<file path="config.mk">
export PLATFORM = sky130hd
export DESIGN_NAME = htw_walker_flat
export DESIGN_NICKNAME = d
export VERILOG_FILES = /design/src/rtl/htw_pkg.sv /design/src/rtl/htw_in_if.sv /design/src/rtl/htw_walker.sv /design/src/flat_wrapper.sv
export SDC_FILE = /design/constraint.sdc
export NUM_CORES = 1
export LEC_CHECK = 0
export ABC_AREA = 1
export ABC_CLOCK_PERIOD_IN_PS = 4550
export BUFFER_PORTS_ARGS = -buffer_cell sky130_fd_sc_hd__buf_4
export CORE_MARGIN = 2
export CORE_UTILIZATION = 55
export DETAILED_ROUTE_END_ITERATION = 6
export GPL_TIMING_DRIVEN = 1
export PLACE_DENSITY = 0.92
export SLEW_MARGIN = 10
export SYNTH_ARGS = -nofsm -noshare
export SYNTH_HDL_FRONTEND = slang
export SYNTH_SLANG_ARGS = --single-unit
</file>
<file path="constraint.sdc">
create_clock -name i_clk -period 4.55 [get_ports i_clk]
set_input_delay 0.91 -clock i_clk [delete_from_list [all_inputs] [get_ports i_clk]]
set_output_delay 0.91 -clock i_clk [all_outputs]
set_load 0.02 [all_outputs]
</file>
<file path="src/rtl/htw_pkg.sv">
// Shared types and constants for the Huffman tree-walk decoder.
// No dependencies; every other file in rtl/ uses this package.
package htw_pkg;

    localparam int NODE_COUNT_DEF = 512;
    localparam int IDX_W          = 9;
    localparam int SYM_W          = 8;
    localparam int CNT_W          = 32;
    localparam int CMD_W          = 2;
    localparam int BYTE_W         = 8;
    localparam int TOP_BIT        = 7;
    localparam int POS_W          = 3;
    localparam int CFG_IDX_W      = 1;
    localparam int CFG_DATA_W     = 32;

    // command codes; the fourth code is a no-op
    typedef enum logic [CMD_W-1:0] {
        CMD_WRITE = 2'd0,
        CMD_DATA  = 2'd1,
        CMD_START = 2'd2
    } t_cmd;

    typedef enum logic [CFG_IDX_W-1:0] {
        CFG_ROOT  = 1'b0,
        CFG_COUNT = 1'b1
    } t_cfg_reg;

    typedef enum logic [1:0] {
        ST_IDLE,
        ST_FIRST,
        ST_STEP,
        ST_FLUSH
    } t_walk_state;

    typedef struct packed {
        logic [CMD_W-1:0]  cmd;
        logic [IDX_W-1:0]  node_index;
        logic [IDX_W-1:0]  left_child;
        logic [IDX_W-1:0]  right_child;
        logic              is_leaf;
        logic [SYM_W-1:0]  leaf_symbol;
        logic [BYTE_W-1:0] data_byte;
    } t_in_item;

    typedef struct packed {
        logic [SYM_W-1:0] symbol;
        logic             last_of_byte;
        logic             stream_done;
    } t_out_item;

    // one node table entry
    typedef struct packed {
        logic [IDX_W-1:0] left;
        logic [IDX_W-1:0] right;
        logic             leaf;
        logic [SYM_W-1:0] sym;
    } t_node;

    typedef struct packed {
        logic [IDX_W-1:0] root;
        logic [CNT_W-1:0] count;
    } t_cfg;

    // walker to result stage
    typedef struct packed {
        logic             emit;
        logic             flush;
        logic [SYM_W-1:0] symbol;
        logic             done;
    } t_res_cmd;

    // result stage to walker
    typedef struct packed {
        logic can_push;
        logic pend_v;
    } t_res_stat;

endpackage

</file>
<file path="src/rtl/htw_in_if.sv">
// Input channel of the decoder: valid/ready handshake with one command item.
// Depends on htw_pkg.
interface htw_in_if;
    logic              valid;
    logic              ready;
    htw_pkg::t_in_item payload;

    modport source (output valid, output payload, input ready);
    modport sink   (input valid, input payload, output ready);
endinterface

</file>
<file path="src/rtl/htw_walker.sv">
// Tree walker: command decode, bit sequencing and node table addressing.
// Depends on htw_pkg and htw_in_if.
module htw_walker (
    input  logic                       i_clk,
    input  logic                       i_rst_n,
    input  htw_pkg::t_cfg              i_cfg,
    htw_in_if.sink                     i_in,
    output logic                       o_wr_en,
    output htw_pkg::t_node             o_wr_node,
    output logic [htw_pkg::IDX_W-1:0]  o_rd_idx_a,
    output logic [htw_pkg::IDX_W-1:0]  o_rd_idx_b,
    input  htw_pkg::t_node             i_rd_node_a,
    input  htw_pkg::t_node             i_rd_node_b,
    output htw_pkg::t_res_cmd          o_res,
    input  htw_pkg::t_res_stat         i_res_stat
);

    htw_pkg::t_walk_state         r_state, n_state;
    logic [htw_pkg::IDX_W-1:0]    r_node, n_node;
    logic [htw_pkg::CNT_W-1:0]    r_bits, n_bits;
    logic [htw_pkg::POS_W-1:0]    r_pos, n_pos;
    logic [htw_pkg::IDX_W-1:0]    r_child, n_child;
    logic [htw_pkg::BYTE_W-1:0]   r_byte, n_byte;

    // state registers
    always_ff @(posedge i_clk) begin
        if (!i_rst_n) begin
            r_state <= htw_pkg::ST_IDLE;
            r_node  <= '0;
            r_bits  <= '0;
        end else begin
            r_state <= n_state;
            r_node  <= n_node;
            r_bits  <= n_bits;
        end
        r_pos   <= n_pos;
        r_child <= n_child;
        r_byte  <= n_byte;
    end

    assign o_wr_node.left  = i_in.payload.left_child;
    assign o_wr_node.right = i_in.payload.right_child;
    assign o_wr_node.leaf  = i_in.payload.is_leaf;
    assign o_wr_node.sym   = i_in.payload.leaf_symbol;
    assign o_rd_idx_b      = i_cfg.root;

    // next state, memory addressing and result commands
    always_comb begin
        htw_pkg::t_node                src;
        logic [htw_pkg::IDX_W-1:0]     child;
        logic [htw_pkg::POS_W-1:0]     pos_nx;
        logic [htw_pkg::CNT_W-1:0]     bits_dec;
        logic                          leaf;

        leaf     = i_rd_node_a.leaf;
        src      = leaf ? i_rd_node_b : i_rd_node_a;
        pos_nx   = r_pos - 1'b1;
        bits_dec = r_bits - 1'b1;
        child    = '0;

        n_state    = r_state;
        n_node     = r_node;
        n_bits     = r_bits;
        n_pos      = r_pos;
        n_child    = r_child;
        n_byte     = r_byte;
        o_rd_idx_a = r_node;
        o_wr_en    = 1'b0;
        o_res      = '0;
        i_in.ready = 1'b0;

        unique case (r_state)
            htw_pkg::ST_IDLE: begin
                i_in.ready = 1'b1;
                if (i_in.valid) begin
                    case (i_in.payload.cmd)
                        htw_pkg::CMD_WRITE: begin
                            o_wr_en = 1'b1;
                        end
                        htw_pkg::CMD_START: begin
                            n_node = i_cfg.root;
                            n_bits = i_cfg.count;
                        end
                        htw_pkg::CMD_DATA: begin
                            if (r_bits != '0) begin
                                n_byte  = i_in.payload.data_byte;
                                n_pos   = htw_pkg::POS_W'(htw_pkg::TOP_BIT);
                                n_state = htw_pkg::ST_FIRST;
                            end
                        end
                        default: ;
                    endcase
                end
            end
            // current node entry is in; step on the first bit
            htw_pkg::ST_FIRST: begin
                child      = r_byte[r_pos] ? i_rd_node_a.right : i_rd_node_a.left;
                o_rd_idx_a = child;
                n_child    = child;
                n_state    = htw_pkg::ST_STEP;
            end
            // child entry is in: leaf test, then step on the next bit
            htw_pkg::ST_STEP: begin
                o_rd_idx_a = r_child;
                if (!(leaf && !i_res_stat.can_push)) begin
                    n_bits = bits_dec;
                    if (leaf) begin
                        o_res.emit   = 1'b1;
                        o_res.symbol = i_rd_node_a.sym;
                        o_res.done   = (bits_dec == '0);
                    end
                    if (bits_dec != '0 && r_pos != '0) begin
                        child      = r_byte[pos_nx] ? src.right : src.left;
                        o_rd_idx_a = child;
                        n_child    = child;
                        n_pos      = pos_nx;
                    end else begin
                        n_node = leaf ? i_cfg.root : r_child;
                        if (!leaf && i_res_stat.can_push) begin
                            o_res.flush = 1'b1;
                            n_state     = htw_pkg::ST_IDLE;
                        end else begin
                            n_state = htw_pkg::ST_FLUSH;
                        end
                    end
                end
            end
            // mark the byte's final symbol
            htw_pkg::ST_FLUSH: begin
                if (i_res_stat.can_push) begin
                    o_res.flush = 1'b1;
                    n_state     = htw_pkg::ST_IDLE;
                end
            end
            default: begin
                n_state = htw_pkg::ST_IDLE;
            end
        endcase
    end

endmodule
</file>
<file path="src/flat_wrapper.sv">
// flat-port wrapper written by rule: the top's interface ports become plain ports
module htw_walker_flat 
  (i_clk, i_rst_n, i_cfg, o_wr_en, o_wr_node, o_rd_idx_a, o_rd_idx_b, i_rd_node_a, i_rd_node_b, o_res, i_res_stat, i_in_valid, i_in_payload, i_in_ready);
  htw_in_if i_in_i ();
  input  logic i_clk;
  input  logic i_rst_n;
  input  htw_pkg::t_cfg i_cfg;
  output logic o_wr_en;
  output htw_pkg::t_node o_wr_node;
  output logic [htw_pkg::IDX_W-1:0] o_rd_idx_a;
  output logic [htw_pkg::IDX_W-1:0] o_rd_idx_b;
  input  htw_pkg::t_node i_rd_node_a;
  input  htw_pkg::t_node i_rd_node_b;
  output htw_pkg::t_res_cmd o_res;
  input  htw_pkg::t_res_stat i_res_stat;
  input wire logic [$bits(i_in_i.valid)-1:0] i_in_valid;
  input wire logic [$bits(i_in_i.payload)-1:0] i_in_payload;
  output wire logic [$bits(i_in_i.ready)-1:0] i_in_ready;
  assign i_in_i.valid = i_in_valid;
  assign i_in_i.payload = i_in_payload;
  assign i_in_ready = i_in_i.ready;
  htw_walker u_core (.i_clk(i_clk), .i_rst_n(i_rst_n), .i_cfg(i_cfg), .i_in(i_in_i), .o_wr_en(o_wr_en), .o_wr_node(o_wr_node), .o_rd_idx_a(o_rd_idx_a), .o_rd_idx_b(o_rd_idx_b), .i_rd_node_a(i_rd_node_a), .i_rd_node_b(i_rd_node_b), .o_res(o_res), .i_res_stat(i_res_stat));
endmodule
</file>
==> out/qor.csv <==
metric,value,unit
Hold Path Class,register to register,
Syn Nets,997,
max-cap viol count,0,
fin crit share,0.904,
Syn-to-layout area delta,17.2,%
Antenna Nets Post-Route,0,
wire per inst,14.3,um
final setup violation count,0,
"slowest stage cell, crit path",dfxtp_1,
FILL cells,867,
Skew-Pair Late Insertion Delay,0.37,ns
Max VDD drop,0.000309,V
critical path cell sequence,inv_1 -> ha_1 -> nand2_4 -> nor2_2 -> nand2_1 -> xor2_1 -> nor2_1 -> nand2_1 -> nor2_4 -> nand3_4 -> nand3_2 -> nand2_1 -> nand3_2 -> a21oi_2 -> buf_4,
max_slew headroom,0.378,
CTS tree,done,
total setup buffers inserted after CTS,0,
Pins Over Slew Limit,0,
vias in the first global route,5419,
Syn Std Cell Area,0.00544,sq mm
die area,0.0107,sq mm
initial core utilization,0.562,
die width,103,um
Reg area,0.00146,sq mm
startpoint types,register,
Min-Delay Path Depth,2,
Least-Margin Pin Slew,0.933,ns
RSZ-0062 raised after global routing,false,
Fin Setup TNS,0,ns
Final Util,0.658,
YS warnings,0,
Max Fclk,243,MHz
Period minus WS final,4.11,ns
Synth top area share,0.158,
static leakage,2.98,nW
"Avg Cell Area, Syn",6.45,sq um
Worst R2R Path Depth,12,
register area share after synthesis,0.269,
Worst Path Arrival,3.20,ns
final WL,15100,um
HPWL after DPL,11300,um
vias,5907,
number of diodes,0,
worst hold margin,0.471,ns
largest area contributor in the netlist,dfxtp_1,
die span in y,103,um
Pre-Repair DR Iteration Count,5,
gr ovfl total,0,
area of the multi-input gates,0.00315,sq mm
share of layout cells above drive strength 1,0.231,
IO Pins,204,
status,"finished, final reports clean",
CP peak stage delay,0.33,ns
largest net degree at the start of global routing,47,
Inst Count DP,1040,
drt drc,0,
final worst slack,0.437,ns
post-CTS sizing,0,
CP Max Fanout,12,
CTS max path bufs,2,
endpoints failing hold,0,
Root Driver,clkbuf_8,
port buffer count,130,
initial antenna violation count,0,
Area contributors post-synth,"dfxtp_1, nand2_1, edfxtp_1",
Clock Skew,0.0135,ns
GP Congestion,0.970,
Mapped Cells,843,
"worst slack, placed",0.944,ns
Post-synth EDFFs,20,
GRT Total Usage,0.288,
async set or reset register ratio after synthesis,0,
Clock transition at path regs,0.08,ns
# H-tree levels,3,
Post-Layout Cell Count,1056,
core area,0.00968,sq mm
Vias/cell,5.59,
Post-CTS Hold Fix Bufs,0,
Most common cell on crit path,nand2_1,
CTS Sinks,63,
Final Net Count,1072,
critical path class,register to output pin,
"FF+latch count, synth",63,
CTS buffer count,9,
Netlist cell types,43,
First DRT Iteration DRCs,326,
# rows,36,
worst path required time,3.64,ns
crit end category,output pin,
Most used DFF post-synth,dfxtp_1,
first-pass GRT wire length,24100,um
Cell Pwr Density,713,mW/mm^2
path summary, 6_finish.rpt:
path                                                    start                             to  slack, ns
worst max register to register  u_core.r_bits[0]$_SDFFE_PN0P_  u_core.r_pos[0]$_SDFFCE_PN1P_       1.48
worst max-delay path            u_core.r_bits[0]$_SDFFE_PN0P_                  o_rd_idx_a[7]       0.44
worst min register to register  u_core.r_node[6]$_SDFFE_PN0P_  u_core.r_node[6]$_SDFFE_PN0P_       0.47
worst min-delay path            u_core.r_node[6]$_SDFFE_PN0P_  u_core.r_node[6]$_SDFFE_PN0P_       0.47
logic make-up after synthesis:
group,Yosys count,share of synthesized area
compound gates,161,0.181
xor+xnor,3,0.00483
fa+ha+maj,8,0.0184
buf+inv,167,0.152
flops,63,0.269
simple gates,441,0.374
power breakdown:
part           switching, mW  internal [mW]
Sequential             0.166          0.793
Clock                  0.234          0.322
Combinational           2.04          0.991
Total                   2.44           2.11
final cells by class:
type	count	share of cell area
clock buffers	12	0.0228
clock inverters	4	0.0110
inverters	95	0.0559
multi-input cells	613	0.495
flip-flops and latches	63	0.229
well taps	133	0.0261
repair buffers	136	0.160
registers in the layout (all words and copies together), names as in the netlist:
register        count
u_core.r_state      2
u_core.r_node       9
u_core.r_child      9
u_core.r_bits      32
u_core.r_byte       8
u_core.r_pos        3
routing by layer:
layer  track usage  up-vias  part of all wire
met5             0        -                 0
met4         0.157        0             0.041
met3        0.0632       48             0.081
met2         0.489      310              0.49
met1         0.338     2648              0.39
li1              -     2901                 -
Yosys cell counts, types with 8 or more instances:
cell,instances
nand2_1,212
nor2_1,122
inv_1,90
a21oi_1,54
o21ai_0,47
dfxtp_1,43
buf_4,40
nand3_1,32
a221oi_1,30
clkbuf_1,21
edfxtp_1,20
nand4_1,18
nand3_2,12
nand2_2,11
a21oi_2,10
nor2_2,9
ha_1,8
o21ai_1,8
per-stage QoR:
stage | instance area (sq um) | total power, mW
2_1_floorplan | 5440 | 3.25
3_3_place_gp | 6160 | 3.86
3_5_place_dp | 6160 | 3.93
4_1_cts | 6370 | 4.50
5_1_grt | 6370 | 4.91
6_report | 6370 | 4.54
critical path, delay by kind of cell (launching register included):
family          cells  cell delay (ns)
fa+ha+maj           1             0.31
xor+xnor            1             0.24
flops               1             0.33
simple gates       10             1.39
compound gates      1             0.20
buf+inv             2             0.36
placed cells by master (no fill, tap or decap), types with 3 or more instances in the layout:
cell,n
nor4_1,5
nand3_2,12
nand3_1,32
nand2_1,212
nand2_2,11
a211oi_1,3
nand4_1,18
ha_1,7
nor2_4,7
dfxtp_1,43
inv_2,3
buf_4,136
a21oi_1,54
clkbuf_8,10
nor3_1,3
a21oi_2,10
o211ai_1,3
nand2_4,3
nor2_2,9
edfxtp_1,20
a221oi_1,30
o21ai_1,8
inv_1,90
o21ai_0,47
nor2_1,122
No activity file was read; power rests on OpenSTA's default activity.
