--- src/rtl/htw_pkg.sv ---
// Shared types and constants for the Huffman tree-walk decoder.
// No dependencies; every other file in rtl/ uses this package.
package htw_pkg;

    localparam int NODE_COUNT_DEF = 512;
    localparam int IDX_W          = 9;
    localparam int SYM_W          = 8;
    localparam int CNT_W          = 32;
    localparam int CMD_W          = 2;
    localparam int BYTE_W         = 8;
    localparam int TOP_BIT        = 7;
    localparam int POS_W          = 3;
    localparam int CFG_IDX_W      = 1;
    localparam int CFG_DATA_W     = 32;

    // command codes; the fourth code is a no-op
    typedef enum logic [CMD_W-1:0] {
        CMD_WRITE = 2'd0,
        CMD_DATA  = 2'd1,
        CMD_START = 2'd2
    } t_cmd;

    typedef enum logic [CFG_IDX_W-1:0] {
        CFG_ROOT  = 1'b0,
        CFG_COUNT = 1'b1
    } t_cfg_reg;

    typedef enum logic [1:0] {
        ST_IDLE,
        ST_FIRST,
        ST_STEP,
        ST_FLUSH
    } t_walk_state;

    typedef struct packed {
        logic [CMD_W-1:0]  cmd;
        logic [IDX_W-1:0]  node_index;
        logic [IDX_W-1:0]  left_child;
        logic [IDX_W-1:0]  right_child;
        logic              is_leaf;
        logic [SYM_W-1:0]  leaf_symbol;
        logic [BYTE_W-1:0] data_byte;
    } t_in_item;

    typedef struct packed {
        logic [SYM_W-1:0] symbol;
        logic             last_of_byte;
        logic             stream_done;
    } t_out_item;

    // one node table entry
    typedef struct packed {
        logic [IDX_W-1:0] left;
        logic [IDX_W-1:0] right;
        logic             leaf;
        logic [SYM_W-1:0] sym;
    } t_node;

    typedef struct packed {
        logic [IDX_W-1:0] root;
        logic [CNT_W-1:0] count;
    } t_cfg;

    // walker to result stage
    typedef struct packed {
        logic             emit;
        logic             flush;
        logic [SYM_W-1:0] symbol;
        logic             done;
    } t_res_cmd;

    // result stage to walker
    typedef struct packed {
        logic can_push;
        logic pend_v;
    } t_res_stat;

endpackage

--- src/rtl/htw_out_if.sv ---
// Output channel of the decoder: valid/ready handshake with one symbol item.
// Depends on htw_pkg.
interface htw_out_if;
    logic               valid;
    logic               ready;
    htw_pkg::t_out_item payload;

    modport source (output valid, output payload, input ready);
    modport sink   (input valid, input payload, output ready);
endinterface

--- src/rtl/htw_result_stage.sv ---
// Result stage: holds the latest symbol until it is known whether it ends
// its byte, then passes it to the output register. Depends on htw_pkg, htw_out_if.
module htw_result_stage (
    input  logic               i_clk,
    input  logic               i_rst_n,
    input  htw_pkg::t_res_cmd  i_cmd,
    output htw_pkg::t_res_stat o_stat,
    htw_out_if.source          o_out
);

    logic                       r_pend_v;
    logic [htw_pkg::SYM_W-1:0]  r_pend_sym;
    logic                       r_pend_done;
    logic                       r_out_v;
    htw_pkg::t_out_item         r_out;

    logic out_free;
    logic pend_to_out;

    assign out_free    = !r_out_v || o_out.ready;
    assign pend_to_out = (i_cmd.emit || i_cmd.flush) && r_pend_v;

    // pending symbol and output register
    always_ff @(posedge i_clk) begin
        if (!i_rst_n) begin
            r_pend_v <= 1'b0;
            r_out_v  <= 1'b0;
        end else begin
            if (i_cmd.emit) begin
                r_pend_v <= 1'b1;
            end else if (i_cmd.flush) begin
                r_pend_v <= 1'b0;
            end
            if (pend_to_out) begin
                r_out_v <= 1'b1;
            end else if (o_out.ready) begin
                r_out_v <= 1'b0;
            end
        end
        if (i_cmd.emit) begin
            r_pend_sym  <= i_cmd.symbol;
            r_pend_done <= i_cmd.done;
        end
        if (pend_to_out) begin
            r_out.symbol       <= r_pend_sym;
            r_out.last_of_byte <= i_cmd.flush;
            r_out.stream_done  <= r_pend_done;
        end
    end

    assign o_stat.can_push = !r_pend_v || out_free;
    assign o_stat.pend_v   = r_pend_v;
    assign o_out.valid     = r_out_v;
    assign o_out.payload   = r_out;

endmodule

--- src/flat_wrapper.sv ---
// flat-port wrapper written by rule: the top's interface ports become plain ports
module htw_result_stage_flat 
  (i_clk, i_rst_n, i_cmd, o_stat, o_out_valid, o_out_payload, o_out_ready);
  htw_out_if o_out_i ();
  input  logic i_clk;
  input  logic i_rst_n;
  input  htw_pkg::t_res_cmd i_cmd;
  output htw_pkg::t_res_stat o_stat;
  output wire logic [$bits(o_out_i.valid)-1:0] o_out_valid;
  output wire logic [$bits(o_out_i.payload)-1:0] o_out_payload;
  input wire logic [$bits(o_out_i.ready)-1:0] o_out_ready;
  assign o_out_valid = o_out_i.valid;
  assign o_out_payload = o_out_i.payload;
  assign o_out_i.ready = o_out_ready;
  htw_result_stage u_core (.i_clk(i_clk), .i_rst_n(i_rst_n), .i_cmd(i_cmd), .o_stat(o_stat), .o_out(o_out_i));
endmodule
--- config.mk ---
export PLATFORM = sky130hd
export DESIGN_NAME = htw_result_stage_flat
export DESIGN_NICKNAME = d
export VERILOG_FILES = /design/src/rtl/htw_pkg.sv /design/src/rtl/htw_out_if.sv /design/src/rtl/htw_result_stage.sv /design/src/flat_wrapper.sv
export SDC_FILE = /design/constraint.sdc
export NUM_CORES = 1
export LEC_CHECK = 0
export ABC_CLOCK_PERIOD_IN_PS = 3100
export BUFFER_PORTS_ARGS = -buffer_cell sky130_fd_sc_hd__buf_2
export CAP_MARGIN = 0
export CORE_MARGIN = 3
export CORE_UTILIZATION = 47
export CTS_BUF_LIST = sky130_fd_sc_hd__clkbuf_16
export CTS_CLUSTER_DIAMETER = 100
export DETAILED_ROUTE_END_ITERATION = 8
export HOLD_SLACK_MARGIN = 0.15
export PLACE_DENSITY = 0.78
export SLEW_MARGIN = 5
export SYNTH_ARGS = -nofsm -noshare
export SYNTH_HDL_FRONTEND = slang
export SYNTH_SLANG_ARGS = --single-unit
--- constraint.sdc ---
create_clock -name i_clk -period 3.1 [get_ports i_clk]
set_input_delay 0.31 -clock i_clk [delete_from_list [all_inputs] [get_ports i_clk]]
set_output_delay 0.31 -clock i_clk [all_outputs]
set_load 0.005 [all_outputs]
==> results_tabular.tex, run 1 <==
\begin{tabular}{lr}
\hline
Metric & Value \\
\hline
\multicolumn{2}{l}{\textbf{Outcome}} \\
\quad Status & completed \\
\multicolumn{2}{l}{\textbf{Clock tree}} \\
\quad TritonCTS Buffers & 3 \\
\quad Clock latency on the worst-skew pair & 250 ps \\
\quad Maximum clock insertion buffer count & 2 \\
\quad H-tree levels & 1 \\
\quad Total of cells resized after clock tree synthesis & 0 \\
\quad CTS tree & built \\
\quad Number of hold buffers added after cts & 0 \\
\quad Post-CTS setup buffer count & 0 \\
\quad Library cell used as clock root buffer & sky130\_fd\_sc\_hd\_\_clkbuf\_16 \\
\quad Worst-path clk slew & about 50 ps \\
\quad TritonCTS Sinks & 21 \\
\multicolumn{2}{l}{\textbf{Placed design}} \\
\quad Placed instance area & 797 µm² \\
\quad Routability cong. & 0.619 \\
\quad Buffers on Ports & 26 \\
\multicolumn{2}{l}{\textbf{Floorplanning}} \\
\quad Core region area & 1200 µm² \\
\quad Chip Width & about 43 µm \\
\quad Initial core utilization & 0.547 \\
\quad DIE AREA & 1880 µm² \\
\quad Boundary pin count & 27 \\
\quad Core Rows & 12 \\
\quad Die Height & about 43 µm \\
\multicolumn{2}{l}{\textbf{Global route}} \\
\quad Total routing resource utilization after global routing & 0.112 \\
\quad Vias in the first global route & 333 \\
\quad Overflow left after global routing & 0 \\
\quad Largest net degree at the start of global routing & 13 \\
\quad Number of antenna violations at the first check in global routing & 0 \\
\quad First-pass GRT wire length & 1.43 mm \\
\multicolumn{2}{l}{\textbf{Worst setup path}} \\
\quad Data required, critical path & $\sim$2800 ps \\
\quad R2R setup slack & 1940 ps \\
\quad End of the worst register-to-register path & u\_core.o\_out.payload[7] \\
\quad Startpoint of the most critical setup path & u\_core.o\_out.valid \\
\quad Largest driver fanout on the critical path & 2 \\
\quad Arrival @ worst endpoint & 950 ps \\
\quad Crit Path Class & flop to primary output \\
\quad Kind of end point of the critical path & primary output \\
\quad Crit start category & flop \\
\quad R2R cell count & 1 \\
\quad Timing endpoint of the critical path & o\_stat[1] \\
\quad Startpoint of the most critical register-to-register path & u\_core.r\_pend\_v \\
\multicolumn{2}{l}{\textbf{Finish}} \\
\quad Count of antenna diodes in the layout & 0 \\
\quad Syn-to-layout area delta & 33.5\% \\
\quad Net total in the final layout & 72 \\
\quad Layout Utilization & 0.730 \\
\quad Layout cell share with drive strength beyond 1 & 0.526 \\
\quad Post-route cell area & 877 µm² \\
\multicolumn{2}{l}{\textbf{Synth}} \\
\quad Synth warnings & 0 \\
\quad Mapped Cells & 28 \\
\quad Mean instance size in the synthesized netlist & 23.5 µm² \\
\quad Main synth FF type & sky130\_fd\_sc\_hd\_\_edfxtp\_1 \\
\quad Mapped Nets & 42 \\
\quad Async set or reset register ratio after synthesis & 0 \\
\quad Fraction of post-synthesis cell area in the top cell type by area & 0.869 \\
\quad Post-synthesis instance area & 657 µm² \\
\quad Number of enable flip-flop cells after synthesis & 19 \\
\quad Sequential fraction of the synthesis area & 0.930 \\
\quad Synth Register Bits & 21 \\
\quad Most numerous cell types in the synthesized netlist & 19 x sky130\_fd\_sc\_hd\_\_edfxtp\_1, 3 x sky130\_fd\_sc\_hd\_\_o21a\_1, 2 x sky130\_fd\_sc\_hd\_\_dfxtp\_1, 2 x sky130\_fd\_sc\_hd\_\_nor2b\_1 \\
\quad Netlist cell types & 6 \\
\quad Largest cells by area after synthesis & sky130\_fd\_sc\_hd\_\_edfxtp\_1 87\%, sky130\_fd\_sc\_hd\_\_dfxtp\_1 6.1\%, sky130\_fd\_sc\_hd\_\_o21a\_1 3.4\% \\
\quad Dominant cell type by area after synthesis & sky130\_fd\_sc\_hd\_\_edfxtp\_1 \\
\quad Top-count cell post-synth & sky130\_fd\_sc\_hd\_\_edfxtp\_1 \\
\multicolumn{2}{l}{\textbf{Run}} \\
\quad Count of maximum capacitance violations & 0 \\
\multicolumn{2}{l}{\textbf{STA}} \\
\quad Clock Skew & 0.820 ps \\
\quad Top achievable clock speed & 0.795 GHz \\
\quad Setup repair after global routing missed its margin & no \\
\quad Setup TNS & 0 ps \\
\quad Number of max-slew violations in the final report & 0 \\
\quad Worst slew pin tran & 479 ps \\
\quad Final-report hold violation count & 0 \\
\quad Final Critical Period & around 1300 ps \\
\quad Portion of the clock cycle consumed by the worst path in the final layout & 0.406 \\
\quad Rel. slew slack & 0.681 \\
\quad Post-route worst hold slack & 235 ps \\
\quad Finish-stage setup viols & 0 \\
\multicolumn{2}{l}{\textbf{Detailed routing}} \\
\quad Iteration-0 DRC Markers & 7 \\
\quad \# DRC & 0 \\
\quad Post-route ant nets & 0 \\
\quad Via count of the routed design & 343 \\
\quad Wire length after detailed routing & 940 µm \\
\quad Vias per std cell & 4.83 \\
\quad WL per Instance & $\sim$13 µm \\
\quad Total iterations of the first detailed-routing run & 4 \\
\multicolumn{2}{l}{\textbf{Pwr}} \\
\quad Leakage power figure & 0.353 nW \\
\quad Power per unit of standard cell area & around 710 nW/µm² \\
\quad Worst vdd ir & $\sim$0.44 mV \\
\quad Power after layout & 0.000619 W \\
\multicolumn{2}{l}{\textbf{Hold path}} \\
\quad Worst min-delay path category & input port to flop \\
\hline
\end{tabular}
stage by stage:
stage                     std cells  worst slack (ps)
after floorplan                  28              2090
after global placement           67              1770
after detailed placement         67              1740
after CTS                        71              1840
after global routing             71              1790
final                            71              1840
final cells by class:
cell class	count	area, µm²
clock inverter	1	5.00
fill	85	324
timing repair buffer	26	130
clock buffer	3	75.1
tap	14	17.5
multi-input combinational	6	38.8
sequential	21	611
placed cells by master, fill, tap and decap left out:
cell                        count
sky130_fd_sc_hd__clkinv_2       1
sky130_fd_sc_hd__dfxtp_1        2
sky130_fd_sc_hd__clkbuf_16      3
sky130_fd_sc_hd__edfxtp_1      19
sky130_fd_sc_hd__o21a_1         3
sky130_fd_sc_hd__nand2_1        1
sky130_fd_sc_hd__nor2b_1        2
sky130_fd_sc_hd__buf_2         26
worst max-delay path: stages, from the launching register on:
cell	delay (ps)
sky130_fd_sc_hd__dfxtp_1	330
sky130_fd_sc_hd__nor2b_1	180
sky130_fd_sc_hd__nand2_1	70
sky130_fd_sc_hd__buf_2	120
kinds of logic after synthesis:
kind of cell / Yosys count / synth area share
buffers and inverters: 1 / 0.0114
AOI/OAI and AO/OA: 3 / 0.0343
DFF: 21 / 0.930
and+or+nand+nor: 3 / 0.0248
registers in the layout (all words and copies together) (netlist names):
register	flops
u_core.o_out.payload	10
u_core.r_pend_sym	8
u_core.o_out.valid	1
u_core.r_pend_done	1
u_core.r_pend_v	1
how the worst min path moves through the flow:
stage                         startpoint                      end  slack [ps]  cells after the start
CTS                             i_cmd[7]     u_core.r_pend_sym[6]         230                      1
global placement    u_core.r_pend_sym[4]  u_core.o_out.payload[6]         400                      0
finish                          i_cmd[7]     u_core.r_pend_sym[6]         230                      1
floorplan             u_core.r_pend_done  u_core.o_out.payload[0]         400                      0
detailed placement  u_core.r_pend_sym[3]  u_core.o_out.payload[5]         400                      0
global route                    i_cmd[1]     u_core.r_pend_sym[0]         230                      1
power by group:
part | leakage (nW) | total, W | switching [W] | internal (W)
Combinational | 0.114 | 0.0000251 | 0.0000123 | 0.0000128
Sequential | 0.198 | 0.000335 | 0.00000501 | 0.000330
Clock | 0.0409 | 0.000259 | 0.0000863 | 0.000173
Total | 0.353 | 0.000619 | 0.000104 | 0.000516
routing by layer:
metal / GRT usage / vias to the layer above / share of wire
li1: - / 163 / -
met1: 0.109 / 154 / 0.35
met4: 0.0542 / 0 / 0
met3: 0.0581 / 0 / 0.16
met5: 0 / - / 0
met2: 0.192 / 26 / 0.49
(Power assumes the default switching activity.)
==> run 2, diff against run 1 <==
--- a/config.mk
+++ b/config.mk
@@ -5,16 +5,17 @@
 export SDC_FILE = /design/constraint.sdc
 export NUM_CORES = 1
 export LEC_CHECK = 0
-export ABC_CLOCK_PERIOD_IN_PS = 3100
+export ABC_AREA = 1
+export ABC_CLOCK_PERIOD_IN_PS = 1300
 export BUFFER_PORTS_ARGS = -buffer_cell sky130_fd_sc_hd__buf_2
 export CAP_MARGIN = 0
 export CORE_MARGIN = 3
-export CORE_UTILIZATION = 47
+export CORE_UTILIZATION = 44
 export CTS_BUF_LIST = sky130_fd_sc_hd__clkbuf_16
 export CTS_CLUSTER_DIAMETER = 100
 export DETAILED_ROUTE_END_ITERATION = 8
 export HOLD_SLACK_MARGIN = 0.15
-export PLACE_DENSITY = 0.78
+export PLACE_DENSITY = 0.74
 export SLEW_MARGIN = 5
 export SYNTH_ARGS = -nofsm -noshare
 export SYNTH_HDL_FRONTEND = slang
==> constraint.sdc (replaced) <==
create_clock -name i_clk -period 1.3 [get_ports i_clk]
set_input_delay 0.13 -clock i_clk [delete_from_list [all_inputs] [get_ports i_clk]]
set_output_delay 0.13 -clock i_clk [all_outputs]
set_load 0.005 [all_outputs]
==> results_tabular.tex, run 2 <==
\begin{tabular}{lr}
\hline
Metric & Value \\
\hline
\multicolumn{2}{l}{\textbf{Outcome}} \\
\quad Status & completed \\
\multicolumn{2}{l}{\textbf{Global route}} \\
\quad Number of antenna violations at the first check in global routing & 0 (unchanged) \\
\quad Vias in the first global route & 389 (+17\%) \\
\quad Total routing resource utilization after global routing & 0.146 (+0.0349) \\
\quad Largest net degree at the start of global routing & 13 (unchanged) \\
\quad Overflow left after global routing & 0 (unchanged) \\
\quad First-pass GRT wire length & 1.88 mm (+32\%) \\
\multicolumn{2}{l}{\textbf{Synth}} \\
\quad Netlist cell types & 10 (+4) \\
\quad Fraction of post-synthesis cell area in the top cell type by area & 0.854 (-0.0146) \\
\quad Sequential fraction of the synthesis area & 0.914 (-0.0157) \\
\quad Largest cells by area after synthesis & sky130\_fd\_sc\_hd\_\_edfxtp\_1 85\%, sky130\_fd\_sc\_hd\_\_dfxtp\_1 6.0\%, sky130\_fd\_sc\_hd\_\_inv\_1 2.2\% \\
\quad Synth Register Bits & 21 (unchanged) \\
\quad Async set or reset register ratio after synthesis & 0 (unchanged) \\
\quad Mean instance size in the synthesized netlist & 20.9 µm² (-11\%) \\
\quad Mapped Cells & 32 (+14\%) \\
\quad Mapped Nets & 46 (+9.5\%) \\
\quad Number of enable flip-flop cells after synthesis & 19 (unchanged) \\
\quad Main synth FF type & sky130\_fd\_sc\_hd\_\_edfxtp\_1 \\
\quad Synth warnings & 0 (unchanged) \\
\quad Dominant cell type by area after synthesis & sky130\_fd\_sc\_hd\_\_edfxtp\_1 \\
\quad Top-count cell post-synth & sky130\_fd\_sc\_hd\_\_edfxtp\_1 \\
\quad Most numerous cell types in the synthesized netlist & 19 x sky130\_fd\_sc\_hd\_\_edfxtp\_1, 4 x sky130\_fd\_sc\_hd\_\_inv\_1, 2 x sky130\_fd\_sc\_hd\_\_dfxtp\_1 \\
\quad Post-synthesis instance area & 668 µm² (+1.7\%) \\
\multicolumn{2}{l}{\textbf{Pwr}} \\
\quad Power per unit of standard cell area & 1510 nW/µm² (+110\%) \\
\quad Leakage power figure & 0.424 nW (+20\%) \\
\quad Worst vdd ir & 0.957 mV (+120\%) \\
\multicolumn{2}{l}{\textbf{Floorplanning}} \\
\quad DIE AREA & 2020 µm² (+7.4\%) \\
\quad Chip Width & 45.0 µm (+3.6\%) \\
\quad Initial core utilization & 0.489 (-0.0579) \\
\quad Die Height & 45.0 µm (+3.6\%) \\
\quad Boundary pin count & 27 (unchanged) \\
\quad Core region area & 1370 µm² (+14\%) \\
\quad Core Rows & 13 (+1) \\
\multicolumn{2}{l}{\textbf{Worst setup path}} \\
\quad Data required, critical path & 1210 ps (-1580 ps) \\
\quad Crit Path Class & input port to flop \\
\quad Largest driver fanout on the critical path & 10 (+8) \\
\quad Cell with the largest stage delay on the worst path & sky130\_fd\_sc\_hd\_\_dlygate4sd3\_1 \\
\quad Crit start category & input port \\
\quad Cell Chain, Critical Path & dlygate4sd3\_1 > buf\_2 > o21ai\_2 > inv\_1 \\
\quad Kind of end point of the critical path & flop \\
\quad Largest stage delay on the critical path & 520 ps (+190 ps) \\
\quad Arrival @ worst endpoint & 1140 ps (+190 ps) \\
\multicolumn{2}{l}{\textbf{Detailed routing}} \\
\quad Total iterations of the first detailed-routing run & 2 (-2) \\
\quad Iteration-0 DRC Markers & 7 (unchanged) \\
\quad \# DRC & 0 (unchanged) \\
\quad Via count of the routed design & 408 (+19\%) \\
\quad Wire length after detailed routing & 1.25 mm (+33\%) \\
\quad Post-route ant nets & 0 (unchanged) \\
\quad WL per Instance & 14.3 µm (+7.6\%) \\
\quad Vias per std cell & 4.64 (-4.0\%) \\
\multicolumn{2}{l}{\textbf{Run}} \\
\quad Count of maximum capacitance violations & 0 (unchanged) \\
\multicolumn{2}{l}{\textbf{Clock tree}} \\
\quad Post-CTS setup buffer count & 0 (unchanged) \\
\quad Worst-path clk slew & 50 ps (about the same) \\
\quad CTS tree & built \\
\quad Clock latency on the worst-skew pair & 250 ps (about the same) \\
\quad TritonCTS Buffers & 3 (unchanged) \\
\quad Maximum clock insertion buffer count & 2 (unchanged) \\
\quad H-tree levels & 1 (unchanged) \\
\quad TritonCTS Sinks & 21 (unchanged) \\
\quad Library cell used as clock root buffer & sky130\_fd\_sc\_hd\_\_clkbuf\_16 \\
\multicolumn{2}{l}{\textbf{Finish}} \\
\quad Commonest cells after routing, fill and taps aside & 26 x sky130\_fd\_sc\_hd\_\_buf\_2, 19 x sky130\_fd\_sc\_hd\_\_edfxtp\_1, 11 x sky130\_fd\_sc\_hd\_\_dlygate4sd3\_1 \\
\quad Most common cell after layout, fill and taps aside & sky130\_fd\_sc\_hd\_\_buf\_2 \\
\quad Filler cells & 89 (+4.7\%) \\
\quad Syn-to-layout area delta & 50.7\% \\
\quad Net total in the final layout & 88 (+22\%) \\
\quad Count of antenna diodes in the layout & 0 (unchanged) \\
\quad Layout Utilization & 0.737 (+0.00697) \\
\quad Layout cell share with drive strength beyond 1 & 0.452 (-0.0743) \\
\quad Flip-flop count of the largest register, all copies and words added & 10 (unchanged) \\
\multicolumn{2}{l}{\textbf{STA}} \\
\quad Finish-stage setup viols & 0 (unchanged) \\
\quad Setup repair after global routing missed its margin & no \\
\quad Final Critical Period & 1220 ps \\
\quad Setup TNS & 0 ps (unchanged) \\
\quad Worst slew pin tran & 357 ps (-122 ps) \\
\quad Clock Skew & 3.73 ps (+2.91 ps) \\
\quad Final-report hold violation count & 0 (unchanged) \\
\quad Portion of the clock cycle consumed by the worst path in the final layout & 0.940 \\
\quad Rel. slew slack & 0.762 (+0.0813) \\
\quad Crit path setup slack, layout & 78.0 ps (-1760 ps) \\
\quad Number of max-slew violations in the final report & 0 (unchanged) \\
\quad Top achievable clock speed & around 0.82 GHz \\
\multicolumn{2}{l}{\textbf{Placed design}} \\
\quad Hpwl dp & 819 µm \\
\quad Post-placement setup slack & 205 ps (-1530 ps) \\
\quad Routability cong. & 0.697 (+13\%) \\
\quad Buffers on Ports & 26 (unchanged) \\
\multicolumn{2}{l}{\textbf{Hold path}} \\
\quad Worst min-delay path category & input port to flop \\
\hline
\end{tabular}
==> run 2: final cells by class <==
class                      instances  area, µm²  share of cell area
inverter                           4       15.0              0.0149
clock inverter                     1       5.00             0.00497
multi-input combinational          6       35.0              0.0348
clock buffer                       3       75.1              0.0745
timing repair buffer              38        248               0.246
tap                               15       18.8              0.0186
sequential                        21        611               0.606
==> run 2: worst paths after layout <==
kind | startpoint | endpoint | slack [ps] | depth (start not counted)
setup / recovery | i_cmd[9] | u_core.o_out.payload[2] | 80 | 4
hold / removal | o_out_ready | u_core.o_out.valid | 170 | 4
setup reg to reg | u_core.r_pend_v | u_core.o_out.payload[2] | 210 | 2
hold reg to reg | u_core.r_pend_sym[0] | u_core.o_out.payload[2] | 420 | 0
==> run 2: cell families (layout without fill, tap and decap cells) <==
kind of cell	Yosys count	in the layout	synth area share
DFF	21	21	0.914
buffers and inverters	5	46	0.0337
AOI/OAI and AO/OA	3	3	0.0337
and+or+nand+nor	3	3	0.0187
==> run 2: per-stage QoR <==
step	power, W	cells	instance area [µm²]	hold WS (ps)
final	0.00152	88	1010	168
after global routing	0.00157	88	1010	181
after CTS	0.00153	88	1010	168
after detailed placement	0.000882	73	817	308
after global placement	0.000877	73	817	308
after floorplan	0.000830	32	668	229
==> run 2: critical path, delay by kind of cell <==
family                 cells  cell delay [ps]
AOI/OAI and AO/OA          1               70
buffers and inverters      3              930
==> run 2: repair_timing <==
item	4_1_cts	5_1_grt
endpoints found under the hold margin	12	0
resized for setup	0	0
hold buffers	11	0
==> run 2: routing by layer <==
metal / up-vias / wire [µm] / global-route usage
met5: - / 0 / 0
met4: 0 / 29 / 0.105
met3: 4 / 85 / 0.0558
met2: 16 / 671 / 0.237
met1: 191 / 468 / 0.154
li1: 197 / - / -
==> run 2: power by group <==
group / internal [W] / switching (W)
Combinational: 0.0000533 / 0.0000387
Clock: 0.000412 / 0.000218
Sequential: 0.000787 / 0.0000141
==> run 3, diff against run 2 <==
--- a/config.mk
+++ b/config.mk
@@ -16,6 +16,7 @@
 export DETAILED_ROUTE_END_ITERATION = 8
 export HOLD_SLACK_MARGIN = 0.15
 export PLACE_DENSITY = 0.74
+export RECOVER_POWER = 100
 export SLEW_MARGIN = 5
 export SYNTH_ARGS = -nofsm -noshare
 export SYNTH_HDL_FRONTEND = slang
==> results_tabular.tex, run 3 (synthesis gave the netlist of run 2 again) <==
\begin{tabular}{lr}
\hline
Metric & Value \\
\hline
\multicolumn{2}{l}{\textbf{Worst setup path}} \\
\quad Arrival @ worst endpoint & 1130 ps (about the same) \\
\quad End of the worst register-to-register path & u\_core.o\_out.payload[2] \\
\quad Cell Chain, Critical Path & dlygate4sd3\_1 > buf\_2 > o21ai\_2 > inv\_1 \\
\quad Crit Path Class & input port to flop \\
\quad R2R cell count & 2 (unchanged) \\
\quad CP top delay family & buffers and inverters \\
\quad Crit start category & input port \\
\quad Largest stage delay on the critical path & 520 ps (about the same) \\
\quad Startpoint of the most critical register-to-register path & u\_core.r\_pend\_v \\
\quad Kind of end point of the critical path & flop \\
\quad Buffers \& Inverters on Critical Path & 3 (unchanged) \\
\quad Largest driver fanout on the critical path & 10 (unchanged) \\
\quad R2R setup slack & 210 ps (about the same) \\
\quad Cell with the largest stage delay on the worst path & sky130\_fd\_sc\_hd\_\_dlygate4sd3\_1 \\
\quad Data required, critical path & 1210 ps (about the same) \\
\multicolumn{2}{l}{\textbf{Detailed routing}} \\
\quad Post-route ant nets & 0 (unchanged) \\
\quad Vias per std cell & 4.66 (+0.49\%) \\
\quad Iteration-0 DRC Markers & 9 (+2) \\
\quad Via count of the routed design & 410 (+0.49\%) \\
\quad WL per Instance & 14.1 µm (-1.0\%) \\
\quad Total iterations of the first detailed-routing run & 4 (+2) \\
\quad \# DRC & 0 (unchanged) \\
\quad Wire length after detailed routing & 1.24 mm (-1.0\%) \\
\multicolumn{2}{l}{\textbf{Floorplanning}} \\
\quad Boundary pin count & 27 (unchanged) \\
\quad Die Height & 45.0 µm (unchanged) \\
\quad Chip Width & 45.0 µm (unchanged) \\
\quad DIE AREA & 2020 µm² (unchanged) \\
\quad Initial core utilization & 0.489 (unchanged) \\
\quad Core region area & 1370 µm² (unchanged) \\
\quad Core Rows & 13 (unchanged) \\
\multicolumn{2}{l}{\textbf{Pwr}} \\
\quad Sequential power share & 0.528 (+0.002) \\
\quad Portion of total power attributed to combinational logic & 0.058 (-0.002) \\
\quad Share of power burned in the clock network & 0.414 (about the same) \\
\quad Power Internal & 0.00125 W (-0.26\%) \\
\quad Worst vdd ir & 0.956 mV (about the same) \\
\quad Net switching share of the total power & 0.178 (-0.000271) \\
\quad Power per unit of standard cell area & 1520 nW/µm² (+0.71\%) \\
\quad Leakage power figure & 0.408 nW (-3.8\%) \\
\quad Net Switching & 0.000270 W (-0.44\%) \\
\multicolumn{2}{l}{\textbf{Clock tree}} \\
\quad Clock latency on the worst-skew pair & 250 ps (about the same) \\
\quad Library cell used as clock root buffer & sky130\_fd\_sc\_hd\_\_clkbuf\_16 \\
\quad CTS tree & built \\
\quad Worst-path clk slew & 50 ps (about the same) \\
\quad TritonCTS Buffers & 3 (unchanged) \\
\quad TritonCTS Sinks & 21 (unchanged) \\
\quad Post-CTS setup buffer count & 0 (unchanged) \\
\quad H-tree levels & 1 (unchanged) \\
\quad Maximum clock insertion buffer count & 2 (unchanged) \\
\multicolumn{2}{l}{\textbf{Hold path}} \\
\quad Hold path start & o\_out\_ready \\
\quad Hold Path Stages & 4 (unchanged) \\
\quad End of the worst hold path & u\_core.o\_out.valid \\
\quad Worst min-delay path category & input port to flop \\
\multicolumn{2}{l}{\textbf{Finish}} \\
\quad Layout cell share with drive strength beyond 1 & 0.370 (-0.0822) \\
\quad Reg area & 611 µm² (unchanged) \\
\quad Commonest cells after routing, fill and taps aside & 20 x sky130\_fd\_sc\_hd\_\_buf\_2, 19 x sky130\_fd\_sc\_hd\_\_edfxtp\_1, 11 x sky130\_fd\_sc\_hd\_\_dlygate4sd3\_1 \\
\quad Syn-to-layout area delta & 49.3\% \\
\quad Multi-input gate area & 35.0 µm² (unchanged) \\
\quad Layout Utilization & 0.730 (-0.00733) \\
\quad Most common cell after layout, fill and taps aside & sky130\_fd\_sc\_hd\_\_buf\_2 \\
\quad Flip-flop count of the largest register, all copies and words added & 10 (unchanged) \\
\quad Net total in the final layout & 88 (unchanged) \\
\quad Filler cells & 92 (+3.4\%) \\
\quad Non-filler cells in the finished layout & 88 (unchanged) \\
\quad Count of antenna diodes in the layout & 0 (unchanged) \\
\multicolumn{2}{l}{\textbf{STA}} \\
\quad Final Critical Period & 1220 ps (-2.11 ps) \\
\quad Setup repair after global routing missed its margin & no \\
\quad Top achievable clock speed & 0.820 GHz (+0.17\%) \\
\quad Finish-stage setup viols & 0 (unchanged) \\
\quad Portion of the clock cycle consumed by the worst path in the final layout & 0.938 (-0.00162) \\
\quad Rel. slew slack & 0.640 (-0.121) \\
\quad Setup TNS & 0 ps (unchanged) \\
\quad Clock Skew & 3.62 ps (-0.110 ps) \\
\quad Post-route worst hold slack & 166 ps (-1.57 ps) \\
\quad Crit path setup slack, layout & 80.2 ps (+2.11 ps) \\
\quad Number of max-slew violations in the final report & 0 (unchanged) \\
\quad Final-report hold violation count & 0 (unchanged) \\
\quad Worst slew pin tran & 539 ps (+183 ps) \\
\multicolumn{2}{l}{\textbf{Global route}} \\
\quad Total routing resource utilization after global routing & 0.146 (unchanged) \\
\quad Overflow left after global routing & 0 (unchanged) \\
\quad Number of antenna violations at the first check in global routing & 0 (unchanged) \\
\quad Largest net degree at the start of global routing & 13 (unchanged) \\
\quad First-pass GRT wire length & 1.88 mm (unchanged) \\
\quad Vias in the first global route & 389 (unchanged) \\
\multicolumn{2}{l}{\textbf{Placed design}} \\
\quad Routability cong. & 0.697 (unchanged) \\
\quad Post-placement setup slack & 205 ps (unchanged) \\
\quad Hpwl dp & 819 µm (unchanged) \\
\quad Cell total after placement & 73 (unchanged) \\
\quad Buffers on Ports & 26 (unchanged) \\
\multicolumn{2}{l}{\textbf{Run}} \\
\quad Count of maximum capacitance violations & 0 (unchanged) \\
\multicolumn{2}{l}{\textbf{Outcome}} \\
\quad Status & completed \\
\hline
\end{tabular}
-- run 3: layout make-up --
cell class	instances	share of cell area
sequential	21	0.612
timing repair buffer	38	0.238
clock buffer	3	0.0753
multi-input combinational	6	0.0351
tap	15	0.0188
inverter	4	0.0151
clock inverter	1	0.00502
-- run 3: per-layer routing --
layer,GRT usage,routed length [µm],vias to the layer above
met5,0,0,-
met4,0.105,29,0
met3,0.0558,80,4
met2,0.237,665,20
met1,0.154,465,188
li1,-,-,198
-- run 3: repair_timing --
action                                  in CTS  in global routing
hold buffers                                11                  0
hold endpoints to repair                    12                  0
resized for setup                            0                  0
endpoints found under the setup margin       0                  0
-- run 3: how the worst max path moves through the flow --
stage,startpoint,to,cells past startpoint
after floorplan,u_core.r_pend_v,u_core.o_out.payload[0],2
after global placement,u_core.r_pend_v,u_core.o_out.payload[3],2
after detailed placement,u_core.r_pend_v,u_core.o_out.payload[2],2
after CTS,i_cmd[9],u_core.o_out.payload[2],4
after global routing,i_cmd[9],u_core.o_out.payload[2],4
final,i_cmd[9],u_core.o_out.payload[2],4
-- run 3: stage by stage --
stage	instance area, µm²	total power [W]
floorplan	668	0.000830
global placement	817	0.000877
detailed placement	817	0.000882
CTS	1010	0.00153
global route	997	0.00157
finish	997	0.00152
-- run 3: power by group through the flow --
stage	combinational [W]	clock, W	sequential [W]
floorplan	0.0000169	0	0.000814
global placement	0.0000641	0	0.000812
detailed placement	0.0000661	0	0.000816
CTS	0.0000917	0.000633	0.000803
global route	0.0000975	0.000666	0.000806
finish	0.0000883	0.000630	0.000802
-- run 3: tightest hold or removal path: stages --
cell	delay, ps
sky130_fd_sc_hd__buf_2	70
sky130_fd_sc_hd__inv_1	40
sky130_fd_sc_hd__nand2_1	70
sky130_fd_sc_hd__a21oi_2	50
